<file path="src/design/pcdd_pkg.sv">
// Shared types and constants for the pulse-count dimming driver.
// Used by the front, queue, back and top-level modules; no dependencies.
package pcdd_pkg;

  localparam int LEVEL_W = 6;
  localparam int HOLD_W  = 12;
  localparam int REM_W   = 7;
  localparam int SHIFT_W = 13;
  localparam int KCNT_W  = 3;

  localparam logic [LEVEL_W-1:0] MAX_STEPS  = 6'd32;
  localparam logic [LEVEL_W-1:0] STEP_RESET = 6'd16;
  localparam logic [LEVEL_W-1:0] LEVEL_DARK = 6'd0;

  localparam logic [HOLD_W-1:0] HOLD_OFF_US    = 12'd3000;
  localparam logic [HOLD_W-1:0] HOLD_ENABLE_US = 12'd30;
  localparam logic [HOLD_W-1:0] HOLD_NONE      = 12'd0;

  // Highest shift of the step count in the remainder sweep
  localparam logic [KCNT_W-1:0] KCNT_TOP  = 3'd6;
  localparam logic [KCNT_W-1:0] KCNT_LAST = 3'd0;

  localparam int QUEUE_DEPTH = 2;
  localparam int QPTR_W      = 1;
  localparam int QCNT_W      = 2;

  localparam logic [QCNT_W-1:0] QCNT_FULL  = 2'd2;
  localparam logic [QCNT_W-1:0] QCNT_EMPTY = 2'd0;

  localparam logic [2:0] CFG_REG_STEP = 3'd0;

  typedef enum logic [1:0] {
    CMD_SET = 2'd0,
    CMD_ON  = 2'd1,
    CMD_OFF = 2'd2
  } cmd_t;

  typedef enum logic [1:0] {
    PK_STATUS = 2'd0,
    PK_OFF    = 2'd1,
    PK_DIM    = 2'd2
  } plan_kind_t;

  typedef struct packed {
    plan_kind_t         kind;
    logic               status;
    logic               enable;
    logic [LEVEL_W-1:0] pulses;
  } plan_t;

  typedef struct packed {
    logic full;
    logic empty;
  } q_stat_t;

  typedef enum logic [1:0] {
    F_IDLE = 2'd0,
    F_MOD  = 2'd1,
    F_PUSH = 2'd2
  } front_state_t;

  typedef enum logic [2:0] {
    B_IDLE   = 3'd0,
    B_SINGLE = 3'd1,
    B_OFF    = 3'd2,
    B_ENABLE = 3'd3,
    B_LOW    = 3'd4,
    B_HIGH   = 3'd5
  } back_state_t;

endpackage

</file>
<file path="src/design/pcdd_queue.sv">
// Two-entry plan queue between the command front end and the pin sequencer.
// Depends on pcdd_pkg for the plan type and queue sizes.
module pcdd_queue import pcdd_pkg::*; (
  input  logic    clk,
  input  logic    rst_n,
  input  logic    push,
  input  plan_t   push_plan,
  input  logic    pop,
  output plan_t   pop_plan,
  output q_stat_t q_stat
);

  plan_t             mem_r [QUEUE_DEPTH];
  logic [QPTR_W-1:0] wr_ptr_r, wr_ptr_nxt;
  logic [QPTR_W-1:0] rd_ptr_r, rd_ptr_nxt;
  logic [QCNT_W-1:0] cnt_r, cnt_nxt;

  always_comb begin
    wr_ptr_nxt = push ? wr_ptr_r + 1'b1 : wr_ptr_r;
    rd_ptr_nxt = pop ? rd_ptr_r + 1'b1 : rd_ptr_r;
    cnt_nxt    = cnt_r;
    if (push && !pop) begin
      cnt_nxt = cnt_r + 1'b1;
    end else if (pop && !push) begin
      cnt_nxt = cnt_r - 1'b1;
    end
  end

  always_ff @(posedge clk) begin
    if (!rst_n) begin
      wr_ptr_r <= '0;
      rd_ptr_r <= '0;
      cnt_r    <= QCNT_EMPTY;
    end else begin
      wr_ptr_r <= wr_ptr_nxt;
      rd_ptr_r <= rd_ptr_nxt;
      cnt_r    <= cnt_nxt;
    end
  end

  always_ff @(posedge clk) begin
    if (push) begin
      mem_r[wr_ptr_r] <= push_plan;
    end
  end

  assign pop_plan     = mem_r[rd_ptr_r];
  assign q_stat.full  = (cnt_r == QCNT_FULL);
  assign q_stat.empty = (cnt_r == QCNT_EMPTY);

  a_no_overflow: assert property (@(posedge clk) disable iff (!rst_n)
    push |-> (!q_stat.full || pop))
    else $error("plan pushed into full queue");

  a_no_underflow: assert property (@(posedge clk) disable iff (!rst_n)
    pop |-> !q_stat.empty)
    else $error("plan popped from empty queue");

endmodule

</file>
<file path="src/design/pcdd_front.sv">
// Command front end: accepts commands, tracks the stored level and builds a plan.
// The pulse count remainder is found by a seven-step shift-subtract sweep.
// Depends on pcdd_pkg.
module pcdd_front import pcdd_pkg::*; (
  input  logic               clk,
  input  logic               rst_n,
  input  logic               in_tvalid,
  output logic               in_tready,
  input  logic [1:0]         in_cmd,
  input  logic [LEVEL_W-1:0] in_target,
  input  logic [LEVEL_W-1:0] step_count,
  input  q_stat_t            q_stat,
  output logic               push,
  output plan_t              push_plan
);

  front_state_t       st_r, st_nxt;
  logic [LEVEL_W-1:0] cur_r, cur_nxt;
  plan_t              plan_r, plan_nxt;
  logic [REM_W-1:0]   rem_r, rem_nxt;
  logic [KCNT_W-1:0]  k_r, k_nxt;

  logic [LEVEL_W-1:0] steps;
  logic               cur_zero;
  logic               act;
  logic [LEVEL_W-1:0] tgt;
  logic [LEVEL_W-1:0] level;
  logic [REM_W-1:0]   span;
  logic [SHIFT_W-1:0] shifted;
  logic [SHIFT_W-1:0] rem_ext;
  logic [SHIFT_W-1:0] rem_sub;
  logic               accept;

  assign steps    = (step_count > MAX_STEPS) ? MAX_STEPS : step_count;
  assign cur_zero = (cur_r == LEVEL_DARK);
  assign accept   = (st_r == F_IDLE) && in_tvalid;

  // Map on and off onto a set with an implied target
  always_comb begin
    act = 1'b0;
    tgt = LEVEL_DARK;
    case (in_cmd)
      CMD_SET: begin
        act = 1'b1;
        tgt = in_target;
      end
      CMD_ON: begin
        act = cur_zero;
        tgt = steps;
      end
      CMD_OFF: begin
        act = !cur_zero;
        tgt = LEVEL_DARK;
      end
      default: begin
        act = 1'b0;
        tgt = LEVEL_DARK;
      end
    endcase
  end

  assign level   = cur_zero ? steps : cur_r;
  assign span    = {1'b0, steps} + {1'b0, level} - {1'b0, tgt};
  assign shifted = {{(SHIFT_W-LEVEL_W){1'b0}}, steps} << k_r;
  assign rem_ext = {{(SHIFT_W-REM_W){1'b0}}, rem_r};
  assign rem_sub = rem_ext - shifted;

  always_comb begin
    st_nxt = st_r;
    case (st_r)
      F_IDLE: begin
        if (accept) begin
          if (act && (tgt <= steps) && (tgt != LEVEL_DARK)) begin
            st_nxt = F_MOD;
          end else begin
            st_nxt = F_PUSH;
          end
        end
      end
      F_MOD: begin
        if (k_r == KCNT_LAST) begin
          st_nxt = F_PUSH;
        end
      end
      F_PUSH: begin
        if (!q_stat.full) begin
          st_nxt = F_IDLE;
        end
      end
      default: st_nxt = F_IDLE;
    endcase
  end

  always_comb begin
    in_tready = (st_r == F_IDLE);
    push      = (st_r == F_PUSH) && !q_stat.full;
    push_plan = plan_r;
    push_plan.pulses = rem_r[LEVEL_W-1:0];
    cur_nxt   = cur_r;
    plan_nxt  = plan_r;
    rem_nxt   = rem_r;
    k_nxt     = k_r;
    case (st_r)
      F_IDLE: begin
        if (accept) begin
          plan_nxt.status = 1'b0;
          plan_nxt.enable = 1'b0;
          plan_nxt.pulses = '0;
          rem_nxt         = '0;
          k_nxt           = KCNT_TOP;
          if (!act) begin
            plan_nxt.kind = PK_STATUS;
          end else if (tgt > steps) begin
            plan_nxt.kind   = PK_STATUS;
            plan_nxt.status = 1'b1;
          end else if (tgt == LEVEL_DARK) begin
            plan_nxt.kind = PK_OFF;
            cur_nxt       = LEVEL_DARK;
          end else begin
            plan_nxt.kind   = PK_DIM;
            plan_nxt.enable = cur_zero;
            rem_nxt         = span;
            cur_nxt         = tgt;
          end
        end
      end
      F_MOD: begin
        // Subtract the shifted step count where it fits
        if (rem_ext >= shifted) begin
          rem_nxt = rem_sub[REM_W-1:0];
        end
        k_nxt = k_r - 1'b1;
      end
      default: begin
        k_nxt = k_r;
      end
    endcase
  end

  always_ff @(posedge clk) begin
    if (!rst_n) begin
      st_r  <= F_IDLE;
      cur_r <= LEVEL_DARK;
    end else begin
      st_r  <= st_nxt;
      cur_r <= cur_nxt;
    end
  end

  always_ff @(posedge clk) begin
    plan_r <= plan_nxt;
    rem_r  <= rem_nxt;
    k_r    <= k_nxt;
  end

  a_level_in_range: assert property (@(posedge clk) disable iff (!rst_n)
    cur_r <= MAX_STEPS)
    else $error("stored level above maximum step count");

endmodule

</file>
<file path="src/design/pcdd_back.sv">
// Pin sequencer: pops plans and emits one pin action or status per cycle
// unless stalled, into an output register. Depends on pcdd_pkg.
module pcdd_back import pcdd_pkg::*; (
  input  logic              clk,
  input  logic              rst_n,
  input  q_stat_t           q_stat,
  input  plan_t             pop_plan,
  output logic              pop,
  output logic              out_tvalid,
  input  logic              out_tready,
  output logic              out_drives,
  output logic              out_pin,
  output logic [HOLD_W-1:0] out_hold,
  output logic              out_status,
  output logic              out_last
);

  back_state_t        st_r, st_nxt;
  logic [LEVEL_W-1:0] cnt_r, cnt_nxt;
  logic               sts_r, sts_nxt;
  logic               vld_r, vld_nxt;
  logic               drv_r, drv_nxt;
  logic               pin_r, pin_nxt;
  logic [HOLD_W-1:0]  hold_r, hold_nxt;
  logic               ost_r, ost_nxt;
  logic               last_r, last_nxt;

  logic ld;
  logic emit;

  assign ld = !vld_r || out_tready;

  always_comb begin
    st_nxt = st_r;
    case (st_r)
      B_IDLE: begin
        if (!q_stat.empty) begin
          case (pop_plan.kind)
            PK_OFF: st_nxt = B_OFF;
            PK_DIM: begin
              if (pop_plan.enable) begin
                st_nxt = B_ENABLE;
              end else if (pop_plan.pulses != '0) begin
                st_nxt = B_LOW;
              end else begin
                st_nxt = B_SINGLE;
              end
            end
            default: st_nxt = B_SINGLE;
          endcase
        end
      end
      B_SINGLE, B_OFF: begin
        if (ld) begin
          st_nxt = B_IDLE;
        end
      end
      B_ENABLE: begin
        if (ld) begin
          st_nxt = (cnt_r != '0) ? B_LOW : B_IDLE;
        end
      end
      B_LOW: begin
        if (ld) begin
          st_nxt = B_HIGH;
        end
      end
      B_HIGH: begin
        if (ld) begin
          st_nxt = (cnt_r == 6'd1) ? B_IDLE : B_LOW;
        end
      end
      default: st_nxt = B_IDLE;
    endcase
  end

  always_comb begin
    pop      = 1'b0;
    emit     = 1'b0;
    cnt_nxt  = cnt_r;
    sts_nxt  = sts_r;
    drv_nxt  = drv_r;
    pin_nxt  = pin_r;
    hold_nxt = hold_r;
    ost_nxt  = ost_r;
    last_nxt = last_r;
    case (st_r)
      B_IDLE: begin
        if (!q_stat.empty) begin
          pop     = 1'b1;
          cnt_nxt = pop_plan.pulses;
          sts_nxt = (pop_plan.kind == PK_STATUS) ? pop_plan.status : 1'b0;
        end
      end
      B_SINGLE: begin
        emit     = ld;
        drv_nxt  = 1'b0;
        pin_nxt  = 1'b0;
        hold_nxt = HOLD_NONE;
        ost_nxt  = sts_r;
        last_nxt = 1'b1;
      end
      B_OFF: begin
        emit     = ld;
        drv_nxt  = 1'b1;
        pin_nxt  = 1'b0;
        hold_nxt = HOLD_OFF_US;
        ost_nxt  = 1'b0;
        last_nxt = 1'b1;
      end
      B_ENABLE: begin
        emit     = ld;
        drv_nxt  = 1'b1;
        pin_nxt  = 1'b1;
        hold_nxt = HOLD_ENABLE_US;
        ost_nxt  = 1'b0;
        last_nxt = (cnt_r == '0);
      end
      B_LOW: begin
        emit     = ld;
        drv_nxt  = 1'b1;
        pin_nxt  = 1'b0;
        hold_nxt = HOLD_NONE;
        ost_nxt  = 1'b0;
        last_nxt = 1'b0;
      end
      B_HIGH: begin
        emit     = ld;
        drv_nxt  = 1'b1;
        pin_nxt  = 1'b1;
        hold_nxt = HOLD_NONE;
        ost_nxt  = 1'b0;
        last_nxt = (cnt_r == 6'd1);
        if (ld) begin
          cnt_nxt = cnt_r - 1'b1;
        end
      end
      default: begin
        emit = 1'b0;
      end
    endcase
    // Keep the payload while the receiver stalls
    if (!emit) begin
      drv_nxt  = drv_r;
      pin_nxt  = pin_r;
      hold_nxt = hold_r;
      ost_nxt  = ost_r;
      last_nxt = last_r;
    end
    vld_nxt = emit ? 1'b1 : (out_tready ? 1'b0 : vld_r);
  end

  always_ff @(posedge clk) begin
    if (!rst_n) begin
      st_r  <= B_IDLE;
      vld_r <= 1'b0;
    end else begin
      st_r  <= st_nxt;
      vld_r <= vld_nxt;
    end
  end

  always_ff @(posedge clk) begin
    cnt_r  <= cnt_nxt;
    sts_r  <= sts_nxt;
    drv_r  <= drv_nxt;
    pin_r  <= pin_nxt;
    hold_r <= hold_nxt;
    ost_r  <= ost_nxt;
    last_r <= last_nxt;
  end

  assign out_tvalid = vld_r;
  assign out_drives = drv_r;
  assign out_pin    = pin_r;
  assign out_hold   = hold_r;
  assign out_status = ost_r;
  assign out_last   = last_r;

  a_pulses_pending: assert property (@(posedge clk) disable iff (!rst_n)
    (st_r == B_LOW || st_r == B_HIGH) |-> (cnt_r != '0))
    else $error("pulse state entered with no pulses left");

  a_pop_only_idle: assert property (@(posedge clk) disable iff (!rst_n)
    pop |=> (st_r != B_IDLE))
    else $error("plan popped but sequencer stayed idle");

endmodule

</file>
<file path="src/design/pulse_count_dimming_driver_unit.sv">
// Pulse-count dimming driver for a one-wire LED pin; step count on the APB port.
// Channels: in_tuser carries the command code, in_tdata the target level;
//   each result carries drives_pin on out_tuser, pin level, hold time and
//   status on out_tdata and the final-result mark on out_tlast.
// Commands are set level, on (full if dark) and off (if lit); a set above
//   the step count gives one result with status 1.
// Front end: a command is accepted when in_tready is high; status and off
//   commands go straight to the push state, dimming commands first run the
//   seven-step remainder sweep for the pulse count; a push waits on a full queue.
// A two-entry plan queue lets the front take the next command while the
//   sequencer still emits the pin actions of earlier ones.
// Sequencer: pops a plan, then emits one result per cycle while the receiver
//   accepts, up to 63 results per command, and pops the next plan only after
//   the last result of the current one.
// Each result passes the front states, the plan queue, the sequencer states
//   and the output register before out_tvalid rises.
// A stalled receiver holds the output register; the sequencer waits, the
//   queue fills and then in_tready stays low.
// Reset (rst_n, synchronous, active low) empties the queue, drops any pending
//   result, clears the level and sets the step count to 16; write it only when idle.
module pulse_count_dimming_driver_unit import pcdd_pkg::*; (
  input  logic        clk,
  input  logic        rst_n,
  input  logic        in_tvalid,
  output logic        in_tready,
  input  logic [7:0]  in_tdata,   // [5:0] target_level, [7:6] zero
  input  logic [1:0]  in_tuser,   // [1:0] cmd
  output logic        out_tvalid,
  input  logic        out_tready,
  output logic [15:0] out_tdata,  // [0] pin_level, [12:1] hold_us, [13] status, [15:14] zero
  output logic [0:0]  out_tuser,  // [0] drives_pin
  output logic        out_tlast,
  input  logic        psel,
  input  logic        penable,
  input  logic        pwrite,
  input  logic [2:0]  paddr,
  input  logic [31:0] pwdata,
  output logic [31:0] prdata,
  output logic        pready
);

  logic [LEVEL_W-1:0] step_r, step_nxt;
  logic               cfg_wr;

  q_stat_t            q_stat;
  logic               push;
  plan_t              push_plan;
  logic               pop;
  plan_t              pop_plan;

  logic               o_drives;
  logic               o_pin;
  logic [HOLD_W-1:0]  o_hold;
  logic               o_status;

  assign pready   = 1'b1;
  assign cfg_wr   = psel && penable && pwrite && pready;
  assign step_nxt = (cfg_wr && paddr[2] == CFG_REG_STEP[0]) ? pwdata[LEVEL_W-1:0] : step_r;

  always_ff @(posedge clk) begin
    if (!rst_n) begin
      step_r <= STEP_RESET;
    end else begin
      step_r <= step_nxt;
    end
  end

  always_comb begin
    prdata = '0;
    if (paddr[2] == CFG_REG_STEP[0]) begin
      prdata = {{(32-LEVEL_W){1'b0}}, step_r};
    end
  end

  pcdd_front u_front (
    .clk        (clk),
    .rst_n      (rst_n),
    .in_tvalid  (in_tvalid),
    .in_tready  (in_tready),
    .in_cmd     (in_tuser),
    .in_target  (in_tdata[LEVEL_W-1:0]),
    .step_count (step_r),
    .q_stat     (q_stat),
    .push       (push),
    .push_plan  (push_plan)
  );

  pcdd_queue u_queue (
    .clk       (clk),
    .rst_n     (rst_n),
    .push      (push),
    .push_plan (push_plan),
    .pop       (pop),
    .pop_plan  (pop_plan),
    .q_stat    (q_stat)
  );

  pcdd_back u_back (
    .clk        (clk),
    .rst_n      (rst_n),
    .q_stat     (q_stat),
    .pop_plan   (pop_plan),
    .pop        (pop),
    .out_tvalid (out_tvalid),
    .out_tready (out_tready),
    .out_drives (o_drives),
    .out_pin    (o_pin),
    .out_hold   (o_hold),
    .out_status (o_status),
    .out_last   (out_tlast)
  );

  assign out_tdata = {2'b00, o_status, o_hold, o_pin};
  assign out_tuser = o_drives;

endmodule
</file>
<file path="config.mk">
export PLATFORM = sky130hd
export DESIGN_NAME = pulse_count_dimming_driver_unit
export DESIGN_NICKNAME = d
export VERILOG_FILES = /design/src/design/pcdd_pkg.sv /design/src/design/pcdd_queue.sv /design/src/design/pcdd_front.sv /design/src/design/pcdd_back.sv /design/src/design/pulse_count_dimming_driver_unit.sv
export SDC_FILE = /design/constraint.sdc
export NUM_CORES = 1
export LEC_CHECK = 0
export BUFFER_PORTS_ARGS = -buffer_cell sky130_fd_sc_hd__buf_2
export CORE_MARGIN = 8
export CORE_UTILIZATION = 40
export CTS_CLUSTER_SIZE = 28
export DETAILED_ROUTE_END_ITERATION = 10
export GPL_TIMING_DRIVEN = 0
export SLEW_MARGIN = 30
export SYNTH_ARGS = -nofsm -noshare
export SYNTH_HDL_FRONTEND = slang
export SYNTH_SLANG_ARGS = --single-unit
</file>
<file path="constraint.sdc">
create_clock -name clk -period 10.2 [get_ports clk]
set_clock_uncertainty 0.15 [all_clocks]
set_input_delay 2.55 -clock clk [delete_from_list [all_inputs] [get_ports clk]]
set_output_delay 2.55 -clock clk [all_outputs]
set_load 0.05 [all_outputs]
</file>
==> metrics.yaml <==
status: "finished, final reports clean"
synth.area.top_cells: "edfxtp_1, dfxtp_1, ha_1, buf_4, mux2i_1"
worst_slew_pin_slew_ps: 793.5
drc_errors: 0
pin_count: 105
cap_viol_max_count: 0
syn-cell-area_um2: 4945
via_count: 3742
post_cts_resized: 0
fin_crit_ps: 5794
fin_tns_setup_ps: 0
antenna_found_initial: 0
worstSetupEndpointType: "primary output"
drtIter0Drc: 187
hold_viol: 0
hold_path.class: "flop to flop"
clkSinkCount: 71
cts_tree: "built"
post-place-ws_ps: 4389
area_growth_pct: 16.60
max-vdd-ir-drop_mv: 0.07692
start_kind: "input port"
fmax_mhz: 172.6
syn_inst: 510
routed_wl_um: 10670
gr-usage-all-layers_pct: 13.55
clock_latency_ps: 330
synth_top_area_share_pct: 29.15
hold_buffers: 0
hpwl_um: 8466
drv_slew: 0
finalSetupViolations: 0
grt-ovfl-total: 0
syn_area_per_cell_um2: 9.696
ys_seq_area_share_pct: 38.46
start_util_pct: 41.00
synth_top_area_cell: "edfxtp_1"
row_count: 40
wl_per_cell_um: 13.93
synth_edf_count: 48
nets: 679
viasPerCell: 4.885
cts_setup_buffers: 0
die_w_um: 127.2
hp-start: "u_front.push_plan[6]$_SDFFCE_PP0P_"
clk_path_buf_depth: 2
drtPass1Iterations: 4
worstPathArrival_ps: 3090
gp_congestion: 0.9027
portBuffers: 41
p_leak_nw: 2.563
drive_gt1_share_pct: 19.77
crit_type: "input port to primary output"
htreeDepth: 3
p_per_area_nw_per_um2: 205.8
yosysUniqueCellTypes: 67
cts_made_buffers: 9
async_flop_share_pct: 0
synth_seq_cells: 71
grt_pass1_wl_um: 17900
cp.required_ps: 7500
rsz0062_at_grt: "no"
grt_pass1_vias: 3777
r2r-start: "step_r[5]$_SDFFE_PN0P_"
drtAntennaViolNets: 0
slew_headroom_pct: 46.54
coreArea_um2: 12060
cts_root_buf: "clkbuf_16"
grt_max_degree: 13
yosysWarnings: 0
crit_start: "paddr[2]"
synth-main-ff-cell: "edfxtp_1"
worst_slack_ps: 4406
clk_pin_slew_ps: 60
fin_crit_sh_pct: 56.80
cp_max_fo: 7
die_area_um2: 16180
die_h_um: 127.2
-- power breakdown --
group	switching [mW]	leakage, nW	internal (mW)
Clock	0.120	0.140	0.187
Sequential	0.0344	0.631	0.383
Combinational	0.292	1.79	0.171
Total	0.446	2.56	0.741
-- layout by cell type (no fill, tap or decap), types with 8 or more instances in the layout --
cell type,count
mux2i_1,22
nor2b_1,26
ha_1,28
clkbuf_16,9
o21ai_0,18
nand3_1,8
conb_1,32
nand2_1,34
edfxtp_1,48
nor3_1,9
nor2_1,32
inv_1,33
dfxtp_1,23
a21oi_1,31
buf_2,42
buf_4,41
clkbuf_1,13
nand2b_1,14
-- Yosys cell counts (all sizes together) (6+ instances only) --
cell	instances
nand3	9
xor2	6
a41o	6
nor3	10
ha	28
a21oi	32
nand2b	14
o21a	7
fa	7
nand2	34
dfxtp	23
buf	45
nor2	32
xnor2	7
edfxtp	48
mux2i	22
nor2b	27
o21ai	18
inv	35
clkbuf	16
a21o	9
nand3b	7
-- sequential cells by signal, summed over array words and instances, names as in the netlist, 2 cells and up, named ones only --
name	count
u_front.cur_r	6
u_front.push_plan	4
u_front.rem_r	7
step_r	6
u_queue.mem_r	20
u_back.cnt_r	6
u_queue.cnt_r	2
u_front.st_r	2
u_back.out_hold	3
u_front.k_r	3
u_back.st_r	3
-- cell type report --
class                   instances  area, µm²
clock inverters                 7      62.56
flip-flops and latches         71       1902
well taps                     168      210.2
inverters                      35      131.4
plain buffers                  62      439.2
repair buffers                 41      205.2
multi-input cells             372       2587
fillers                      1163       6296
diodes                          1      2.502
clock buffers                   9      225.2
-- worst paths after layout --
path                            cells past startpoint  slack [ps]                            end
worst max register to register                     12        6650     u_front.rem_r[6]$_DFFE_PP_
worst min register to register                      0         290  u_queue.mem_r[0][6]$_DFFE_PP_
worst min-delay path                                0         290  u_queue.mem_r[0][6]$_DFFE_PP_
worst max-delay path                                3        4410                      prdata[1]
-- cells by family (layout without fill, tap and decap cells) --
| family | after synthesis | count (layout) | synth area share, % |
|---|---|---|---|
| flip-flops | 71 | 71 | 38.46 |
| other | 2 | 33 | 0.1519 |
| AO/OA/AOI/OAI | 108 | 108 | 15.06 |
| AND/OR/NAND/NOR | 160 | 160 | 17.43 |
| adder cells (fa/ha/maj) | 35 | 35 | 9.919 |
| XOR/XNOR | 13 | 13 | 2.303 |
| multiplexers | 24 | 24 | 5.137 |
| buffers and inverters | 97 | 154 | 11.54 |
-- stage by stage --
stage               cells  total power, mW  area, µm²  util [%]  hold WS, ps
floorplan             540           0.7939       5057         -        271.5
global placement      749           0.8773       5473     45.37        275.7
detailed placement    749           0.8867       5473     45.37        282.1
CTS                   765            1.196       5761     47.76        293.9
global route          765            1.261       5763     47.78        313.6
finish                766            1.187       5766     47.80        292.7
-- worst max-delay path, stage by stage --
cell and delay [ps]:
buf_2 140, nor2b_1 130, buf_2 270
-- per-layer routing --
layer / GRT usage [%] / share of wire [%] / up-vias
met5: 0 / 0 / -
met4: 4.619 / 1.8 / 0
met3: 3.661 / 4.8 / 17
met2: 25.47 / 52 / 92
met1: 14.21 / 41 / 1732
li1: - / - / 1901
(Power assumes the default switching activity.)
